===== src/design/cc20_pkg.sv =====
// cc20_pkg: shared types, constants and the quarter-round function
// for the chacha20 stream cipher block
// depends on nothing; imported by every design file
package cc20_pkg;

  localparam int QR_UNITS_DEF = 4;

  localparam int WORD_W     = 32;
  localparam int WORDS      = 16;
  localparam int POS_W      = 4;
  localparam int CNT_W      = 3;
  localparam int CFG_IDX_W  = 3;
  localparam int CFG_DATA_W = 64;
  localparam int ROUNDS     = 20;
  localparam int SLOT_W     = 2;

  localparam logic [WORD_W-1:0] SIGMA0 = 32'h6170_7865;
  localparam logic [WORD_W-1:0] SIGMA1 = 32'h3320_646E;
  localparam logic [WORD_W-1:0] SIGMA2 = 32'h7962_2D32;
  localparam logic [WORD_W-1:0] SIGMA3 = 32'h6B20_6574;

  localparam int ROT_A = 16;
  localparam int ROT_B = 12;
  localparam int ROT_C = 8;
  localparam int ROT_D = 7;

  localparam logic [POS_W-1:0] POS_LAST = 4'd15;

  // configuration register indexes
  localparam logic [CFG_IDX_W-1:0] CFG_KEY_0    = 3'd0;
  localparam logic [CFG_IDX_W-1:0] CFG_KEY_1    = 3'd1;
  localparam logic [CFG_IDX_W-1:0] CFG_KEY_2    = 3'd2;
  localparam logic [CFG_IDX_W-1:0] CFG_KEY_3    = 3'd3;
  localparam logic [CFG_IDX_W-1:0] CFG_NONCE_0  = 3'd4;
  localparam logic [CFG_IDX_W-1:0] CFG_NONCE_1  = 3'd5;
  localparam logic [CFG_IDX_W-1:0] CFG_INIT_CTR = 3'd6;

  typedef logic [WORD_W-1:0] word_t;

  typedef struct packed {
    word_t a;
    word_t b;
    word_t c;
    word_t d;
  } qr_t;

  // controller to datapath commands
  typedef struct packed {
    logic              latch;
    logic              restart;
    logic              gen_start;
    logic              round_step;
    logic              diag;
    logic [SLOT_W-1:0] slot;
    logic              final_add;
    logic              emit;
    logic              emit_live;
  } cmd_t;

  // datapath to controller status
  typedef struct packed {
    logic blk_rdy;
  } sts_t;

  function automatic word_t rotl(word_t v, int s);
    return (v << s) | (v >> (WORD_W - s));
  endfunction

  function automatic qr_t quarter(qr_t q);
    qr_t r;
    r = q;
    r.a = r.a + r.b; r.d = rotl(r.d ^ r.a, ROT_A);
    r.c = r.c + r.d; r.b = rotl(r.b ^ r.c, ROT_B);
    r.a = r.a + r.b; r.d = rotl(r.d ^ r.a, ROT_C);
    r.c = r.c + r.d; r.b = rotl(r.b ^ r.c, ROT_D);
    return r;
  endfunction

  // quarter-round lanes that run side by side in one round slot
  function automatic int qr_lanes(int units);
    if (units >= 4) return 4;
    else if (units >= 2) return 2;
    else return 1;
  endfunction

endpackage


===== src/design/cc20_ctrl.sv =====
// cc20_ctrl: sequencer for request intake, block generation and result output
// depends on cc20_pkg
module cc20_ctrl #(
  parameter int QUARTER_ROUND_UNITS = cc20_pkg::QR_UNITS_DEF
) (
  input  logic            clk,
  input  logic            rst_n,
  input  logic            in_valid,
  output logic            in_ready,
  input  logic            in_restart,
  output logic            out_valid,
  input  logic            out_ready,
  input  cc20_pkg::sts_t  sts,
  output cc20_pkg::cmd_t  cmd
);
  import cc20_pkg::*;

  localparam int LANES  = qr_lanes(QUARTER_ROUND_UNITS);
  localparam int STEPS  = 4 / LANES;
  localparam int STEP_W = (STEPS > 1) ? $clog2(STEPS) : 1;
  localparam int RND_W  = $clog2(ROUNDS);

  typedef enum logic [2:0] {S_IDLE, S_INIT, S_RND, S_ADD, S_OUT} state_t;

  state_t            state_r, state_nxt;
  logic [STEP_W-1:0] step_r, step_nxt;
  logic [RND_W-1:0]  rnd_r, rnd_nxt;
  logic              out_valid_r, out_valid_nxt;
  logic              out_free;
  logic              in_acc;

  assign in_ready  = (state_r == S_IDLE);
  assign in_acc    = in_valid && in_ready;
  assign out_free  = !out_valid_r || out_ready;
  assign out_valid = out_valid_r;

  always_comb begin
    state_nxt     = state_r;
    step_nxt      = step_r;
    rnd_nxt       = rnd_r;
    cmd           = '0;
    cmd.diag      = rnd_r[0];
    cmd.slot      = SLOT_W'(step_r);
    case (state_r)
      S_IDLE: begin
        if (in_acc) begin
          cmd.latch = 1'b1;
          if (in_restart) begin
            cmd.restart = 1'b1;
            state_nxt   = S_INIT;
          end else if (!sts.blk_rdy) begin
            state_nxt = S_INIT;
          end else if (out_free) begin
            cmd.emit      = 1'b1;
            cmd.emit_live = 1'b1;
          end else begin
            state_nxt = S_OUT;
          end
        end
      end
      S_INIT: begin
        cmd.gen_start = 1'b1;
        step_nxt      = '0;
        rnd_nxt       = '0;
        state_nxt     = S_RND;
      end
      S_RND: begin
        cmd.round_step = 1'b1;
        if (step_r == STEP_W'(STEPS - 1)) begin
          step_nxt = '0;
          if (rnd_r == RND_W'(ROUNDS - 1)) state_nxt = S_ADD;
          else rnd_nxt = rnd_r + 1'b1;
        end else begin
          step_nxt = step_r + 1'b1;
        end
      end
      S_ADD: begin
        cmd.final_add = 1'b1;
        state_nxt     = S_OUT;
      end
      S_OUT: begin
        if (out_free) begin
          cmd.emit  = 1'b1;
          state_nxt = S_IDLE;
        end
      end
      default: state_nxt = S_IDLE;
    endcase
    out_valid_nxt = cmd.emit ? 1'b1 : (out_ready ? 1'b0 : out_valid_r);
  end

  always_ff @(posedge clk) begin
    if (!rst_n) begin
      state_r     <= S_IDLE;
      step_r      <= '0;
      rnd_r       <= '0;
      out_valid_r <= 1'b0;
    end else begin
      state_r     <= state_nxt;
      step_r      <= step_nxt;
      rnd_r       <= rnd_nxt;
      out_valid_r <= out_valid_nxt;
    end
  end

endmodule


===== config.mk =====
export PLATFORM = sky130hd
export DESIGN_NAME = cc20_ctrl
export DESIGN_NICKNAME = d
export VERILOG_FILES = /design/src/design/cc20_pkg.sv /design/src/design/cc20_ctrl.sv
export SDC_FILE = /design/constraint.sdc
export NUM_CORES = 1
export LEC_CHECK = 0
export ABC_AREA = 1
export BUFFER_PORTS_ARGS = -buffer_cell sky130_fd_sc_hd__buf_2
export CAP_MARGIN = 10
export CORE_MARGIN = 5
export CORE_UTILIZATION = 45
export CTS_CLUSTER_DIAMETER = 120
export DETAILED_ROUTE_END_ITERATION = 8
export MAX_ROUTING_LAYER = met4
export PLACE_DENSITY = 0.73
export SYNTH_ARGS = -nofsm -noshare
export SYNTH_HDL_FRONTEND = slang
export SYNTH_SLANG_ARGS = --single-unit

===== constraint.sdc =====
create_clock -name clk -period 1.7 [get_ports clk]
set_input_delay 0.085 -clock clk [delete_from_list [all_inputs] [get_ports clk]]
set_output_delay 0.085 -clock clk [all_outputs]
set_load 0.02 [all_outputs]

==> impl_metrics.yaml <==
global_routing:
  antenna_found_initial: 0
  grt_pass1_vias: 483
  grt_first_pass_wirelength_mm: 1.93
  grtUsageTotal: 0.126
  overflow: 0
  grt_start_max_net_pins: 9
routing:
  drt-total-wl_mm: 1.19
  drt_iter0_drc: 11
  drc: 0
  avgRoutedWirePerCell_um: 9.88
  ant_nets: 0
  via_count: 571
  vias_per_cell: 4.76
  firstDrtPassIters: 4
critical_path:
  crit_type: "flop to output port"
  setup.worst_path.end_class: "output port"
  critPathRequiredTime_ps: 1620
  startpoint_type: "flop"
  crit_fanout: 5
  cp.arrival_ps: 1390
logic_synthesis:
  synth_cell_types: 23
  postSynthCellCount: 90
  synth_area_per_cell_um2: 6.81
  synth-seq-cells: 9
  yosysWarnings: 0
  ys_seq_area_frac: 0.294
  synth_area_um2: 613
clocking:
  hold_buffers: 0
  clk_latency_ps: 250
  cts_resized: 0
  clk_pin_slew_ps: 60
  cts_buffers: 3
  cts.sinks: 9
  htreeDepth: 1
  cts-root-buf: "clkbuf_4"
  cts_setup_buffers: 0
  cts_tree: "yes"
  cts_buffer_depth: 2
run:
  maxCapViolations: 0
placement:
  port-buffer-count: 15
  hpwl_um: 964
  gp_congestion: 0.847
floorplan:
  pin_count: 18
  rows: 13
  die_y_um: 46.9
  core_um2: 1300
  initial_utilization: 0.471
  fp.dieArea_um2: 2200
  die_w_um: 46.9
timing:
  finalHoldViolations: 0
  finalSetupViolations: 0
  rsz0062_at_grt: "no"
  fin_crit_sh: 0.870
  setup-tns-final_ps: 0
  period_minus_slack_ps: 1480
  slew_viol_final: 0
  fmax_mhz: 676
  finClkSkew_ps: 1.64
power_and_ir_drop:
  vdd_drop_max_v: 0.000821
  power.density_nw_per_um2: 1590
  p_total_mw: 1.11
  p_leak_nw: 0.379
worst_hold_path:
  hp-class: "input pin to flop"
cells_and_area:
  syn_to_final_growth_pct: 13.5
  drive_gt1_frac: 0.257
  final_common_cell: "buf_2"
  final_cell_mix: "buf_2 (15), nand2_1 (14), inv_1 (13), nor2_1 (13)"
  antenna_cells: 0
  nNetsFinal: 113
outcome:
  status: "finished, final reports clean"
[cell type report]
class | count | area, um2
fill | 137 | 606
multi-input combinational | 63 | 338
sequential | 9 | 180
timing repair buffer | 15 | 75.1
inverter | 14 | 57.6
clock buffer | 4 | 26.3
tap | 15 | 18.8
[synthesized netlist by cell type]
cell type / instances / share of area
and3_1: 1 / 0.010
nand2_1: 14 / 0.086
nor2_4: 1 / 0.018
dfxtp_1: 9 / 0.29
nand2_2: 1 / 0.010
o21a_1: 1 / 0.012
o31ai_1: 1 / 0.012
nor2_2: 1 / 0.010
a21oi_1: 6 / 0.049
conb_1: 1 / 0.0061
buf_6: 1 / 0.018
nand2_4: 3 / 0.055
ha_1: 1 / 0.020
buf_4: 4 / 0.049
nand3_1: 9 / 0.073
inv_6: 1 / 0.014
nor3_1: 1 / 0.0082
inv_1: 13 / 0.080
nor2_1: 13 / 0.080
nand3_2: 2 / 0.033
o21ai_0: 2 / 0.016
nand4_1: 3 / 0.031
xor2_1: 1 / 0.014
[worst max-delay path, stage by stage (launching register included)]
cell and delay [ps]:
dfxtp_1 360, inv_1 120, nand2_2 80, nor2_2 130, nand4_1 140, a21oi_1 140
buf_2 170
[state kept, by name, summed over array words and instances, names as in the netlist]
signal	count
rnd_r	5
out_valid	1
state_r	3
[worst paths after layout]
kind | from | to | slack [ps] | depth (start not counted)
setup / recovery | state_r[1]$_SDFFE_PN0P_ | cmd[1] | 220 | 6
hold / removal | rst_n | out_valid$_SDFFE_PN0P_ | 60 | 3
setup reg to reg | rnd_r[0]$_SDFFE_PN0P_ | rnd_r[0]$_SDFFE_PN0P_ | 430 | 6
hold reg to reg | rnd_r[1]$_SDFFE_PN0P_ | rnd_r[1]$_SDFFE_PN0P_ | 500 | 2
[per-stage QoR]
| stage | setup slack (ps) | instance area [um2] | hold WS, ps | instances | utilization |
|---|---|---|---|---|---|
| 2_1_floorplan | 387 | 617 | 183 | 91 | - |
| 3_3_place_gp | 445 | 669 | 325 | 116 | 0.514 |
| 3_5_place_dp | 436 | 669 | 321 | 116 | 0.514 |
| 4_1_cts | 212 | 696 | 54.0 | 120 | 0.535 |
| 5_1_grt | 65.3 | 696 | 79.5 | 120 | 0.535 |
| 6_report | 221 | 696 | 60.0 | 120 | 0.535 |
[logic make-up after synthesis]
group | count (synthesis) | synth area share
xor gates and xnor gates | 1 | 0.0143
AOI/OAI and AO/OA | 10 | 0.0898
DFF | 9 | 0.294
buffers and inverters | 19 | 0.161
and+or+nand+nor | 49 | 0.414
adders and majority gates | 1 | 0.0204
other | 1 | 0.00612
[metal layers]
layer,global-route usage,share of wire
met5,-,0
met4,0.0663,0.0084
met3,0.0230,0.030
met2,0.184,0.48
met1,0.163,0.49
[where the power goes]
group	internal, mW	leakage, nW	switching, mW
clock network	0.0904	0.0150	0.0735
logic	0.211	0.291	0.402
registers	0.258	0.0732	0.0707
(Power assumes the default switching activity.)
